--- config.mk ---
export PLATFORM = sky130hd
export DESIGN_NAME = vrt_front
export DESIGN_NICKNAME = d
export VERILOG_FILES = /design/src/vrt_pkg.sv /design/src/vrt_front.sv
export SDC_FILE = /design/constraint.sdc
export NUM_CORES = 1
export LEC_CHECK = 0
export BUFFER_PORTS_ARGS = -buffer_cell sky130_fd_sc_hd__buf_2
export CORE_MARGIN = 4
export CORE_UTILIZATION = 35
export CTS_CLUSTER_DIAMETER = 60
export DETAILED_ROUTE_END_ITERATION = 6
export SYNTH_ARGS = -nofsm -noshare
export SYNTH_HDL_FRONTEND = slang
export SYNTH_SLANG_ARGS = --single-unit
--- constraint.sdc ---
create_clock -name clk -period 6.09 [get_ports clk]
set_input_delay 0.3045 -clock clk [delete_from_list [all_inputs] [get_ports clk]]
set_output_delay 0.3045 -clock clk [all_outputs]
set_load 0.01 [all_outputs]
--- src/vrt_pkg.sv ---
// Shared types and constants of the voxel ray traversal block.
// No dependencies.
`timescale 1ns / 1ps
package vrt_pkg;
	localparam int GRID_BITS = 5;
	localparam int FRAC_BITS = 12;
	localparam int DIR_FRAC  = 14;
	localparam int DIR_W     = 16;
	localparam int COORD_W   = GRID_BITS + FRAC_BITS;
	localparam int MAP_AW    = 3 * GRID_BITS;
	// dividend / quotient width of the setup divisions
	localparam int DVW       = FRAC_BITS + DIR_FRAC + 1;
	// ray parameter width, top bit marks an axis that never steps
	localparam int TW        = DVW + 1;
	// signed cell coordinate, room to walk well off the grid
	localparam int CW        = GRID_BITS + 4;
	localparam int SW        = GRID_BITS + 2;

	localparam logic [COORD_W-1:0] MAXD_RESET = COORD_W'(20480);
	localparam logic [COORD_W-1:0] COORD_MAX  = '1;
	localparam logic [TW-1:0]      T_INF      = TW'(1) << DVW;
	localparam logic [DVW-1:0]     TD_NUM     = DVW'(1) << (FRAC_BITS + DIR_FRAC);
	localparam logic [SW-1:0]      STEP_EXTRA = SW'(3);

	localparam logic CMD_CAST  = 1'b0;
	localparam logic CMD_WRITE = 1'b1;

	localparam logic [1:0] AXIS_X = 2'd0;
	localparam logic [1:0] AXIS_Y = 2'd1;
	localparam logic [1:0] AXIS_Z = 2'd2;

	typedef enum logic [1:0] {
		KIND_WRITE,
		KIND_CAST,
		KIND_MISS
	} kind_t;

	typedef struct packed {
		logic                     command;
		logic [COORD_W-1:0]       origin_x;
		logic [COORD_W-1:0]       origin_y;
		logic [COORD_W-1:0]       origin_z;
		logic signed [DIR_W-1:0]  dir_x;
		logic signed [DIR_W-1:0]  dir_y;
		logic signed [DIR_W-1:0]  dir_z;
		logic [GRID_BITS-1:0]     cell_x;
		logic [GRID_BITS-1:0]     cell_y;
		logic [GRID_BITS-1:0]     cell_z;
		logic                     solid;
	} vrt_in_t;

	typedef struct packed {
		logic                     hit;
		logic [GRID_BITS-1:0]     block_x;
		logic [GRID_BITS-1:0]     block_y;
		logic [GRID_BITS-1:0]     block_z;
		logic [1:0]               normal_axis;
		logic                     normal_negative;
		logic [COORD_W-1:0]       distance;
	} vrt_out_t;

	typedef struct packed {
		kind_t   kind;
		vrt_in_t item;
	} q_item_t;
endpackage

--- src/vrt_front.sv ---
// Front end: accepts items, classifies them and holds them in a two-entry queue.
// Depends on vrt_pkg.
`timescale 1ns / 1ps
module vrt_front (
	input  logic              clk,
	input  logic              arst_n,
	input  logic              clearing,
	input  logic              cmd_valid,
	output logic              cmd_ready,
	input  vrt_pkg::vrt_in_t  cmd,
	output logic              q_valid,
	input  logic              q_pop,
	output vrt_pkg::q_item_t  q_item
);
	import vrt_pkg::*;

	localparam int QD = 2;

	q_item_t     ent_q [QD];
	logic        wr_ptr_q, rd_ptr_q;
	logic [1:0]  cnt_q;
	kind_t       kind;
	logic        push, pop;

	always_comb begin
		if (cmd.command == CMD_WRITE) begin
			kind = KIND_WRITE;
		end else if (cmd.dir_x == '0 && cmd.dir_y == '0 && cmd.dir_z == '0) begin
			kind = KIND_MISS;
		end else begin
			kind = KIND_CAST;
		end
	end

	assign cmd_ready = (cnt_q != 2'(QD)) && !clearing;
	assign push      = cmd_valid && cmd_ready;
	assign q_valid   = cnt_q != '0;
	assign pop       = q_pop && q_valid;
	assign q_item    = ent_q[rd_ptr_q];

	always_ff @(posedge clk or negedge arst_n) begin
		if (!arst_n) begin
			wr_ptr_q <= 1'b0;
			rd_ptr_q <= 1'b0;
			cnt_q    <= '0;
		end else begin
			if (push) wr_ptr_q <= !wr_ptr_q;
			if (pop) rd_ptr_q <= !rd_ptr_q;
			cnt_q <= cnt_q + 2'(push) - 2'(pop);
		end
	end

	always_ff @(posedge clk) begin
		if (push) begin
			ent_q[wr_ptr_q] <= '{kind: kind, item: cmd};
		end
	end
endmodule

Word-level counts from Yosys, hierarchy flattened
Memories as Yosys holds them, arrays and structs flattened.
Index checks and enable logic that the tools add are counted.
- mux-type cells: 4
- reduce and logical (&&, ||, !) cells: 12
- equal/unequal tests: 1
- add/sub/neg operators: 2
- operators by type and width (operator ; count):
    zero test 16 bit ; 3
    logical AND 1 bit ; 5
    2-to-1 mux 2 bit ; 2
    zero test 1 bit ; 3
    adder 2 x 1 -> 2 bit ; 1
    2-to-1 mux 1 bit ; 2
    != test 2 bit, second input constant ; 1
    nonzero test 2 bit ; 1
    subtractor 2 x 1 -> 2 bit ; 1
- memories kept: 1
- memory bits (writable): 236
- input bits: 121
- register bits: 4
- logic and storage cells: 23
- memory list (name ; words ; width ; read ports ; clocked after memory_dff ; wr ports ; RTL line ; text):
    ent_q ; 2 ; 118 ; 1 ; 0 ; 1 ; vrt_front.sv:19 ; q_item_t ent_q [QD];

Depth between registers and ports, before layout
Gate-level depths: netlist of the first run.
- depth after elaboration: 5
- depth in mapped cells: 7
- gate-level depth less buffers: 7

Worst setup path after synthesis of the first run
OpenSTA, ideal clock, no wires.
- path kind: register to register
- start: register cnt_q[0]
- end: memory ent_q[0][0] (netlist name), enable pin
- data arrival time: 5638 ps
- buffers on the path: 0
- slack: -144 ps
- clock period less this slack: 6234 ps
- cell stages (with the launch flop): 4
- library setup time: 596 ps
- cell sequence: dfrtp_1 -> inv_1 -> a211o_1 -> nor2_1
- longest elaborated chain between the ends: 5
- RTL lines (item ; RTL line ; text):
    from (decl) ; vrt_front.sv:21 ; logic [1:0] cnt_q;
    from (signal assigned) ; vrt_front.sv:49 ; cnt_q <= cnt_q + 2'(push) - 2'(pop);
    != test 2 bit ; vrt_front.sv:35 ; assign cmd_ready = (cnt_q != 2'(QD)) && !clearing;
    logical AND 1 bit ; vrt_front.sv:35 ;
    logical AND 1 bit ; vrt_front.sv:36 ; assign push = cmd_valid && cmd_ready;
    2-to-1 mux 1 bit ; vrt_front.sv:54 ; if (push) begin
    2-to-1 mux 1 bit (implied by the code) ; vrt_front.sv:55 ; ent_q[wr_ptr_q] <= '{kind: kind, item: cmd};
    to (decl) ; vrt_front.sv:19 ;
No other way between the ends.

==> metrics.md, run 1 <==
| Metric | Value |
|---|---|
| Core area | `25100 um2` |
| # rows | `58` |
| WP data arrival | `2.89 ns` |
| CTS Buffer Depth | `3` |
| Die ar. | `28000 um2` |
| Layout Nets | `902` |
| Unrepaired setup endpoints after global routing | `no` |
| Yosys Warn Count | `0` |
| Vias per cell | `4.51` |
| GPL Wtd Cong | `0.773` |
| Crit path time final | `3.19 ns` |
| H-tree Lvls | `1` |
| Total Neg Setup Slack | `0 ns` |
| Slew headroom | `31.7%` |
| Worst hold path type | `input port to flop` |
| Initial core utilization | `35.4%` |
| Number of max-cap violations | `0` |
| Chip Width | `167 um` |
| Reg power frac | `43.1%` |
| Fmax | `313 MHz` |
| Setup ws final | `2.90 ns` |
| CTS Buf Count | `27` |
| Initial antenna violation count | `0` |
| PwrDens | `404 nW/um2` |
| DRT Wirelength | `19600 um` |
| Worst path slowest cell | `dfrtp_4` |
| Hold WS | `0.0265 ns` |
| TritonRoute pass-1 iters | `4` |
| Status | `complete, no violations` |
| Psw | `1.37 mW` |
| Share of layout cells above drive strength 1 | `50.7%` |
| Routed wire per std cell | `17.3 um` |
| Crit path launch type | `flop` |
| Clock transition at path regs | `0.06 ns` |
| Slew Limit Fails | `0` |
| Setup violators final | `0` |
| Mapped Avg Cell Area | `22.0 um2` |
| Crit. End Element | `primary output` |
| Final core utilization | `49.7%` |
| Crit path cell chain | `buf_4 -> mux2_2 -> buf_2` |
| Switching share of total power | `27.2%` |
| Vias in the first global route | `5649` |
| Initial DRC Count | `249` |
| Int Pwr | `3.67 mW` |
| LEAKAGE | `4.63 nW` |
| Clock Skews | `0.0172 ns` |
| Post-synthesis sequential area ratio | `80.9%` |
| Syn Std Cell Area | `8880 um2` |
| Crit path max fanout | `70` |
| Post-route insts no fill | `1130` |
| Cells after DPL | `964` |
| Dpl ws | `3.22 ns` |
| #FFs+latches synth | `240` |
| Total grt overflow | `0` |
| Largest net degree at the start of global routing | `71` |
| Clock sink count | `240` |
| Vias | `5100` |
| Cells after synthesis | `403` |
| Routed Antenna Nets | `0` |
| Final Hold Vio Count | `0` |
| Buffers on Ports | `240` |
| CTS tree | `done` |
| Worst slew pin tran | `1.02 ns` |
| Area delta synth->final | `40.5%` |
| Comb pwr share | `24.5%` |
| Synthesized net count | `526` |
| First-pass GRT wire length | `30300 um` |
| Crit Path Category | `flop to primary output` |
| GRT Resource Usage Total | `13.5%` |
| Clock share of power | `32.4%` |
| Worst vdd ir | `0.241 mV` |
| Skew-Pair Late Insertion Delay | `0.52 ns` |
| Post-DP HPWL | `12600 um` |
| N_diodes | `0` |
| Clk Tree Root Cell | `clkbuf_16` |
| Final worst-path cycle share | `52.4%` |
| Count of different cell masters after synthesis | `19` |
| Residual DRC | `0` |
| Filler cells | `2108` |
| Crit path largest cell delay | `0.86 ns` |
| Worst path required time | `5.79 ns` |
| Post-cts gate resize count | `0` |
| I/O Pins | `241` |
| Chip Height | `167 um` |
-- power groups by stage --
| stage | clock [mW] | sequential (mW) | combinational [mW] |
|---|---|---|---|
| after floorplan | 0 | 2.14 | 0.860 |
| after global placement | 0 | 2.20 | 1.18 |
| final | 1.63 | 2.17 | 1.24 |
| after global routing | 1.76 | 2.19 | 1.34 |
| after CTS | 1.68 | 2.18 | 1.27 |
| after detailed placement | 0 | 2.21 | 1.20 |
-- through the flow --
step	total power [mW]	area (um2)
3_3_place_gp	3.38	10400
6_report	5.04	12500
5_1_grt	5.30	12500
2_1_floorplan	3.00	8890
4_1_cts	5.13	12500
3_5_place_dp	3.41	10400
-- sequential cells by signal, summed over array words and instances (netlist names) --
register,count
cnt_q,2
ent_q,236
wr_ptr_q,1
rd_ptr_q,1
-- Yosys cell counts --
master / number / area share (%)
buf_4: 1 / 0.085
buf_6: 12 / 1.5
mux2_2: 118 / 15
and2_1: 1 / 0.070
or2_1: 1 / 0.070
xor2_1: 1 / 0.099
a31oi_1: 1 / 0.070
and4b_1: 1 / 0.11
xnor2_1: 3 / 0.30
and3_1: 1 / 0.070
edfxtp_1: 236 / 80
ha_1: 2 / 0.28
nor2_1: 1 / 0.042
a211o_1: 1 / 0.099
a21oi_1: 1 / 0.056
nor4_1: 12 / 0.85
and4_1: 3 / 0.30
inv_1: 3 / 0.13
dfrtp_1: 4 / 1.1
-- layout make-up --
cell class	instances	area, um2	area share [%]
Multi-Input combinational cell	147	1560	12.5
Clock inverter	18	221	1.77
Inverter	3	11.3	0.0902
Clock buffer	32	694	5.57
Sequential cell	240	7190	57.6
Timing Repair Buffer	360	2390	19.2
Tap cell	330	413	3.31
-- layout by cell type (no fill, tap or decap) --
master,synthesis,layout
clkinv_1,0,4
a31oi_1,1,1
nor4_1,12,12
clkinv_4,0,1
clkbuf_16,0,27
buf_4,1,4
clkbuf_1,0,5
dlygate4sd3_1,0,116
inv_6,0,3
ha_1,2,2
dfrtp_4,0,1
and4b_1,1,1
bufinv_16,0,4
and3_4,0,1
clkinv_8,0,1
buf_2,0,240
xor2_1,1,1
and4_1,3,3
mux2_2,118,118
inv_1,3,3
a21oi_1,1,1
a211o_1,1,1
and2_1,1,1
edfxtp_1,236,236
xnor2_1,3,3
nor2_4,0,1
clkinvlp_4,0,4
or2_1,1,1
clkinv_2,0,1
dfrtp_1,4,3
-- path summary, 6_finish.rpt --
path                                       from                     end  slack [ns]  cells past startpoint
max                        rd_ptr_q$_DFFE_PN0P_              q_item[52]        2.90                      3
min reg2reg                  cnt_q[0]$_DFF_PN0_      cnt_q[0]$_DFF_PN0_        0.54                      1
max reg2reg                  cnt_q[0]$_DFF_PN0_   ent_q[0][5]$_DFFE_PP_        3.32                      4
min in group asynchronous                arst_n    rd_ptr_q$_DFFE_PN0P_        0.14                      2
min                                     cmd[25]  ent_q[0][25]$_DFFE_PP_        0.03                      1
max in group asynchronous                arst_n    rd_ptr_q$_DFFE_PN0P_        5.82                      2
-- logic make-up (layout without fill, tap and decap cells) --
| logic type | Yosys count | after routing | share of synthesized area (%) |
|---|---|---|---|
| DFF | 240 | 240 | 80.9 |
| adders and majority gates | 2 | 2 | 0.282 |
| xor gates and xnor gates | 4 | 4 | 0.394 |
| buffers and inverters | 16 | 413 | 1.73 |
| and+or+nand+nor | 20 | 20 | 1.51 |
| AOI/OAI and AO/OA | 3 | 3 | 0.225 |
| muxes | 118 | 118 | 15.0 |
-- worst max-delay path, delay by kind of cell, from the launching register on --
| family | cells | cell delay, ns |
|---|---|---|
| flip-flops | 1 | 0.86 |
| multiplexers | 1 | 0.43 |
| buffers and inverters | 2 | 0.94 |
-- layer usage --
layer	up-vias	global-route usage [%]	part of all wire (%)
met2	173	23.9	51
met3	28	3.56	6.7
met1	2519	16.6	41
met4	0	2.79	1.9
met5	-	0	0
li1	2380	-	-
-- repair_timing --
action	CTS	global route
endpoints found under the hold margin	233	0
hold buffers	116	0
buffers inserted	0	0
Note: power is estimated with default switching activity, not from simulation.
==> run 2, diff against run 1 <==
Clock period 6.09 ns to 2.94 ns, I/O delays scaled along.
==> run 2 against run 1 <==
Compared with the run above:
- combinational power grew 120%
- sequential cell count stayed put
- global-route usage is 0.27 points lower
- die area unchanged
- highest routed layer unchanged
==> metrics.md, run 2 (synthesis gave the netlist of run 1 again) <==
| Metric | Value |
|---|---|
| Post-DP HPWL | `12300 um (-1.8%)` |
| Max reg flops | `236 (unchanged)` |
| H-tree Lvls | `1 (unchanged)` |
| Final worst-path cycle share | `75.5%` |
| # rows | `58 (unchanged)` |
| CTS Buffer Depth | `3 (unchanged)` |
| Unrepaired setup endpoints after global routing | `no` |
| Largest Register | `ent_q` |
| CTS tree | `done` |
| Total Neg Setup Slack | `0 ns (unchanged)` |
| Area delta synth->final | `40.8%` |
| Hold EP | `wr_ptr_q$_DFFE_PN0P_` |
| Crit path time final | `2.22 ns` |
| Initial antenna violation count | `0 (unchanged)` |
| Crit path largest cell delay | `0.52 ns (-0.34 ns)` |
| Core area | `25100 um2 (unchanged)` |
| Routed wire per std cell | `16.9 um (-2.1%)` |
| Hold WS | `0.0687 ns (+0.0422 ns)` |
| Worst path slowest cell | `buf_4` |
| Final Hold Vio Count | `0 (unchanged)` |
| Initial core utilization | `35.4% (unchanged)` |
| R2R Path End | `ent_q[1][15]$_DFFE_PP_` |
| Total grt overflow | `0 (unchanged)` |
| Vias | `5090 (-0.20%)` |
| R2R Setup Slk | `0.91 ns (-2.41 ns)` |
| Setup violators final | `0 (unchanged)` |
| Worst slew pin tran | `0.662 ns (-0.360 ns)` |
| Post-cts gate resize count | `0 (unchanged)` |
| Skew-Pair Late Insertion Delay | `0.51 ns (about the same)` |
| Crit path max fanout | `49 (-30%)` |
| Crit. End Element | `primary output` |
| Final core utilization | `49.8% (+0.11 points)` |
| Number of max-cap violations | `0 (unchanged)` |
| Biggest regs | `ent_q x236, cnt_q x2` |
| Buffers on Ports | `240 (unchanged)` |
| PwrDens | `828 nW/um2 (+100%)` |
| GPL Wtd Cong | `0.770 (-0.36%)` |
| Residual DRC | `0 (unchanged)` |
| TritonRoute pass-1 iters | `4 (unchanged)` |
| Chip Height | `167 um (unchanged)` |
| Crit path launch type | `flop` |
| Commonest non-fill, non-tap cell in the layout | `buf_2` |
| Worst vdd ir | `0.567 mV (+140%)` |
| CTS Buf Count | `25 (-7.4%)` |
| Clock Skews | `0.0155 ns (-0.00165 ns)` |
| Fmax | `451 MHz` |
| Worst hold path type | `input port to flop` |
| Most frequent cells in the layout | `240 x buf_2, 236 x edfxtp_1, 119 x dlygate4sd3_1` |
| Status | `complete, no violations` |
| Clock transition at path regs | `0.06 ns (about the same)` |
| LEAKAGE | `4.66 nW (+0.61%)` |
| Die ar. | `28000 um2 (unchanged)` |
| Slew Limit Fails | `0 (unchanged)` |
| Crit path cell chain | `buf_4 -> mux2_2 -> buf_2` |
| Worst min-delay path startpoint | `clearing` |
| Initial DRC Count | `247 (-0.80%)` |
| GRT Resource Usage Total | `13.2% (-0.27 points)` |
| WP data arrival | `2.07 ns (-0.82 ns)` |
| Share of layout cells above drive strength 1 | `50.5% (-0.25 points)` |
| I/O Pins | `241 (unchanged)` |
| R2r startpoint | `cnt_q[0]$_DFF_PN0_` |
| Vias in the first global route | `5523 (-2.2%)` |
| Chip Width | `167 um (unchanged)` |
| Layout Nets | `906 (+0.44%)` |
| Reg2Reg Depth | `4 (unchanged)` |
| Post-route insts no fill | `1133 (+0.27%)` |
| Clk Tree Root Cell | `clkbuf_16` |
| Largest net degree at the start of global routing | `77 (+8.5%)` |
| Vias per cell | `4.49 (-0.46%)` |
| Hold path depth | `3 (+2)` |
| Routed Antenna Nets | `0 (unchanged)` |
| Cells after DPL | `967 (+0.31%)` |
| Slew headroom | `55.5% (+24 points)` |
| Clock sink count | `240 (unchanged)` |
| First-pass GRT wire length | `29900 um (-1.4%)` |
| DRT Wirelength | `19200 um (-1.9%)` |
| Worst path required time | `2.79 ns (-3.00 ns)` |
| Power Total | `10.4 mW (+110%)` |
| Crit Path Category | `flop to primary output` |
-- run 2: cell count changes in the layout (fill, tap and decap cells not counted), moves of 2 or more --
cell	before	now
dlygate4sd3_1	116	119
clkinv_1	4	6
buf_12	0	3
clkinv_2	1	5
clkbuf_1	5	3
clkbuf_16	27	25
clkinvlp_4	4	0
-- run 2: power breakdown --
group / total [mW] / internal, mW / switching (mW)
Combinational: 2.75 / 1.32 / 1.43
Sequential: 4.36 / 4.26 / 0.105
Clock: 3.24 / 2.00 / 1.24
-- run 2: metal layers --
| metal | wire length (um) | GRT usage [%] |
|---|---|---|
| met4 | 529 | 4.16 |
| met3 | 1300 | 3.02 |
| met2 | 9650 | 22.9 |
| met1 | 7710 | 16.4 |
| met5 | 0 | 0 |
-- run 2: repair_timing --
action                                 in CTS  in global routing
endpoints found under the hold margin     239                  0
hold buffers                              119                  0
buffers inserted                            0                  0
-- run 2: critical path: cells and delay by family (launching register included) --
family | cells | cell delay, ns
buffers and inverters | 2 | 0.67
muxes | 1 | 0.43
DFF | 1 | 0.42
-- run 2: worst max path at each step --
stage / slack, ns / cells after the start / end / start
global placement: 0.95 / 4 / ent_q[1][11]$_DFFE_PP_ / cnt_q[0]$_DFF_PN0_
CTS: 0.67 / 3 / q_item[89] / rd_ptr_q$_DFFE_PN0P_
finish: 0.72 / 3 / q_item[79] / rd_ptr_q$_DFFE_PN0P_
floorplan: 0.02 / 3 / ent_q[0][0]$_DFFE_PP_ / cnt_q[0]$_DFF_PN0_
global route: 0.61 / 3 / q_item[91] / rd_ptr_q$_DFFE_PN0P_
detailed placement: 0.86 / 4 / ent_q[1][14]$_DFFE_PP_ / cnt_q[0]$_DFF_PN0_
-- run 2: final cells by class --
cell class	instances	area (um2)
clock buffers	28	637
clock inverters	18	215
multi-input cells	147	1560
inverters	3	11.3
diodes	1	2.50
well taps	330	413
flip-flops and latches	240	7190
repair buffers	366	2480
fillers	2132	12600
-- run 2: per-stage QoR --
step | setup slack (ns) | instance area, um2
detailed placement | 0.865 | 10500
global route | 0.610 | 12500
finish | 0.721 | 12500
CTS | 0.666 | 12500
global placement | 0.954 | 10500
floorplan | 0.0210 | 8890
==> run 3, diff against run 2 <==
Clock period 2.94 ns to 2.1 ns, I/O delays scaled along.
==> run 3 against run 2 <==
Compared with the run above:
- die area unchanged
- via count grew 0.53%
- critical path depth did not move
- core utilization down 0.16 points
- clock-buffer cell count is 9 higher
- largest power group unchanged
==> metrics.md, run 3 (synthesis gave the netlist of run 1 again) <==
| Metric | Value |
|---|---|
| Status | `complete, no violations` |
| Clk Tree Root Cell | `clkbuf_16` |
| I/O Pins | `241 (unchanged)` |
| Worst path required time | `2.00 ns (-0.79 ns)` |
| H-tree Lvls | `1 (unchanged)` |
| Chip Height | `167 um (unchanged)` |
| Final core utilization | `49.6% (-0.16 points)` |
| Hold EP | `wr_ptr_q$_DFFE_PN0P_` |
| Vias in the first global route | `5533 (+0.18%)` |
| Crit path buf inv count | `2 (unchanged)` |
| GRT Resource Usage Total | `13.2% (+0.037 points)` |
| Clock Skews | `0.00526 ns (-0.0102 ns)` |
| Initial DRC Count | `285 (+15%)` |
| Worst path slowest cell | `dfrtp_4` |
| Register Area | `7190 um2 (unchanged)` |
| Buffers on Ports | `240 (unchanged)` |
| Slew headroom | `68.1% (+13 points)` |
| GPL Wtd Cong | `0.771 (about the same)` |
| Vias per cell | `4.50 (+0.26%)` |
| CTS tree | `done` |
| Crit path largest cell delay | `0.49 ns (-0.03 ns)` |
| Crit. End Element | `primary output` |
| PwrDens | `1120 nW/um2 (+36%)` |
| Crit path max fanout | `54 (+10%)` |
| Area delta synth->final | `40.3%` |
| Worst min-delay path startpoint | `clearing` |
| Unrepaired setup endpoints after global routing | `no` |
| TritonRoute pass-1 iters | `4 (unchanged)` |
| Worst vdd ir | `0.666 mV (+18%)` |
| Crit path cell chain | `buf_16 -> mux2_2 -> buf_2` |
| Share of layout cells above drive strength 1 | `49.8% (-0.75 points)` |
| Routed Antenna Nets | `0 (unchanged)` |
| Biggest regs | `ent_q x236, cnt_q x2` |
| R2r startpoint | `cnt_q[1]$_DFF_PN0_` |
| Multi-input gate area | `1560 um2 (unchanged)` |
| Max reg flops | `236 (unchanged)` |
| R2R Path End | `cnt_q[1]$_DFF_PN0_` |
| CTS Buf Count | `25 (unchanged)` |
| Worst hold path type | `input port to flop` |
| Vias | `5117 (+0.53%)` |
| Initial core utilization | `35.4% (unchanged)` |
| Most frequent cells in the layout | `240 x buf_2, 236 x edfxtp_1, 119 x dlygate4sd3_1` |
| Total grt overflow | `0 (unchanged)` |
| Number of max-cap violations | `0 (unchanged)` |
| Fmax | `508 MHz` |
| Reg2Reg Depth | `7 (+3)` |
| Clock transition at path regs | `0.06 ns (about the same)` |
| Setup violators final | `0 (unchanged)` |
| Clock sink count | `240 (unchanged)` |
| Residual DRC | `0 (unchanged)` |
| Routed wire per std cell | `17.0 um (about the same)` |
| Initial antenna violation count | `0 (unchanged)` |
| Hold path depth | `3 (unchanged)` |
| Final Hold Vio Count | `0 (unchanged)` |
| Filler cells | `2137 (+0.23%)` |
| R2R Setup Slk | `0.29 ns (-0.62 ns)` |
| Final worst-path cycle share | `93.7%` |
| WP data arrival | `1.86 ns (-0.21 ns)` |
| Die ar. | `28000 um2 (unchanged)` |
| # rows | `58 (unchanged)` |
| Crit Path Category | `flop to primary output` |
| Crit path launch type | `flop` |
| Largest net degree at the start of global routing | `65 (-16%)` |
| Commonest non-fill, non-tap cell in the layout | `buf_2` |
| Post-route cell area | `12500 um2 (-0.33%)` |
| LEAKAGE | `4.63 nW (-0.63%)` |
| Slew Limit Fails | `0 (unchanged)` |
| Post-DP HPWL | `12400 um (+0.71%)` |
| DRT Wirelength | `19300 um (+0.36%)` |
| CTS Buffer Depth | `3 (unchanged)` |
| Placed Area | `10500 um2 (+0.57%)` |
| Layout Nets | `911 (+0.55%)` |
| N_diodes | `0 (-1)` |
| Largest Register | `ent_q` |
| Chip Width | `167 um (unchanged)` |
| Total Neg Setup Slack | `0 ns (unchanged)` |
| Largest delay contributor family on the critical path | `flip-flops` |
| First-pass GRT wire length | `29800 um (-0.23%)` |
| Skew-Pair Late Insertion Delay | `0.50 ns (about the same)` |
| Crit path time final | `1.97 ns` |
| Core area | `25100 um2 (unchanged)` |
| Worst slew pin tran | `0.475 ns (-0.187 ns)` |
-- run 3: changes by cell type in the layout (fill, tap and decap cells not counted), sizes merged --
cell,previous run,this run
clkinv,11,7
diode,1,0
bufinv,5,0
inv,5,4
clkbuf,28,37
buf,247,252
-- run 3: worst max-delay path by stage --
stage | from | end | cells past startpoint
after CTS | rd_ptr_q$_DFFE_PN0P_ | q_item[84] | 3
after global routing | rd_ptr_q$_DFFE_PN0P_ | q_item[84] | 3
final | rd_ptr_q$_DFFE_PN0P_ | q_item[86] | 3
after detailed placement | cnt_q[1]$_DFF_PN0_ | cnt_q[1]$_DFF_PN0_ | 7
after global placement | cnt_q[1]$_DFF_PN0_ | cnt_q[1]$_DFF_PN0_ | 7
after floorplan | cnt_q[0]$_DFF_PN0_ | ent_q[0][0]$_DFFE_PP_ | 3
-- run 3: repair_timing --
action	CTS	global route
resized for setup	2	0
buffers inserted	2	0
hold buffers	119	0
setup endpoints to repair	45	0
endpoints found under the hold margin	239	0
-- run 3: report_power, final --
| part | switching, mW | internal (mW) |
|---|---|---|
| sequential | 0.176 | 5.96 |
| combinational | 2.02 | 1.99 |
| clock | 1.66 | 2.20 |
-- run 3: layout make-up --
type / count / share of cell area (%)
sequential: 240 / 57.7
tap: 330 / 3.31
inverter: 3 / 0.0903
multi-input combinational: 147 / 12.5
timing repair buffer: 371 / 20.7
clock buffer: 37 / 5.38
clock inverter: 8 / 0.321
-- run 3: worst register-to-register path, stage by stage, from the launching register on --
cell	delay, ns
dfrtp_1	0.43
or2_1	0.25
and2_1	0.18
ha_1	0.28
inv_1	0.04
ha_1	0.18
xnor2_1	0.19
xnor2_1	0.17
-- run 3: routing by layer --
layer / share of wire (%) / global-route usage (%) / up-vias
li1: - / - / 2398
met1: 40 / 16.0 / 2502
met2: 50 / 23.5 / 186
met3: 7.5 / 3.59 / 31
met4: 2.7 / 3.42 / 0
met5: 0 / 0 / -
-- run 3: metrics by stage --
| stage | power [mW] | hold slack (ns) | cells | worst slack, ns |
|---|---|---|---|---|
| 2_1_floorplan | 8.68 | -0.191 | 403 | -0.819 |
| 3_3_place_gp | 9.93 | -0.0894 | 970 | 0.432 |
| 3_5_place_dp | 10.0 | -0.0855 | 970 | 0.328 |
| 4_1_cts | 14.2 | 0.00962 | 1136 | 0.109 |
| 5_1_grt | 14.7 | 0.0282 | 1136 | 0.0644 |
| 6_report | 14.0 | 0.0364 | 1136 | 0.133 |
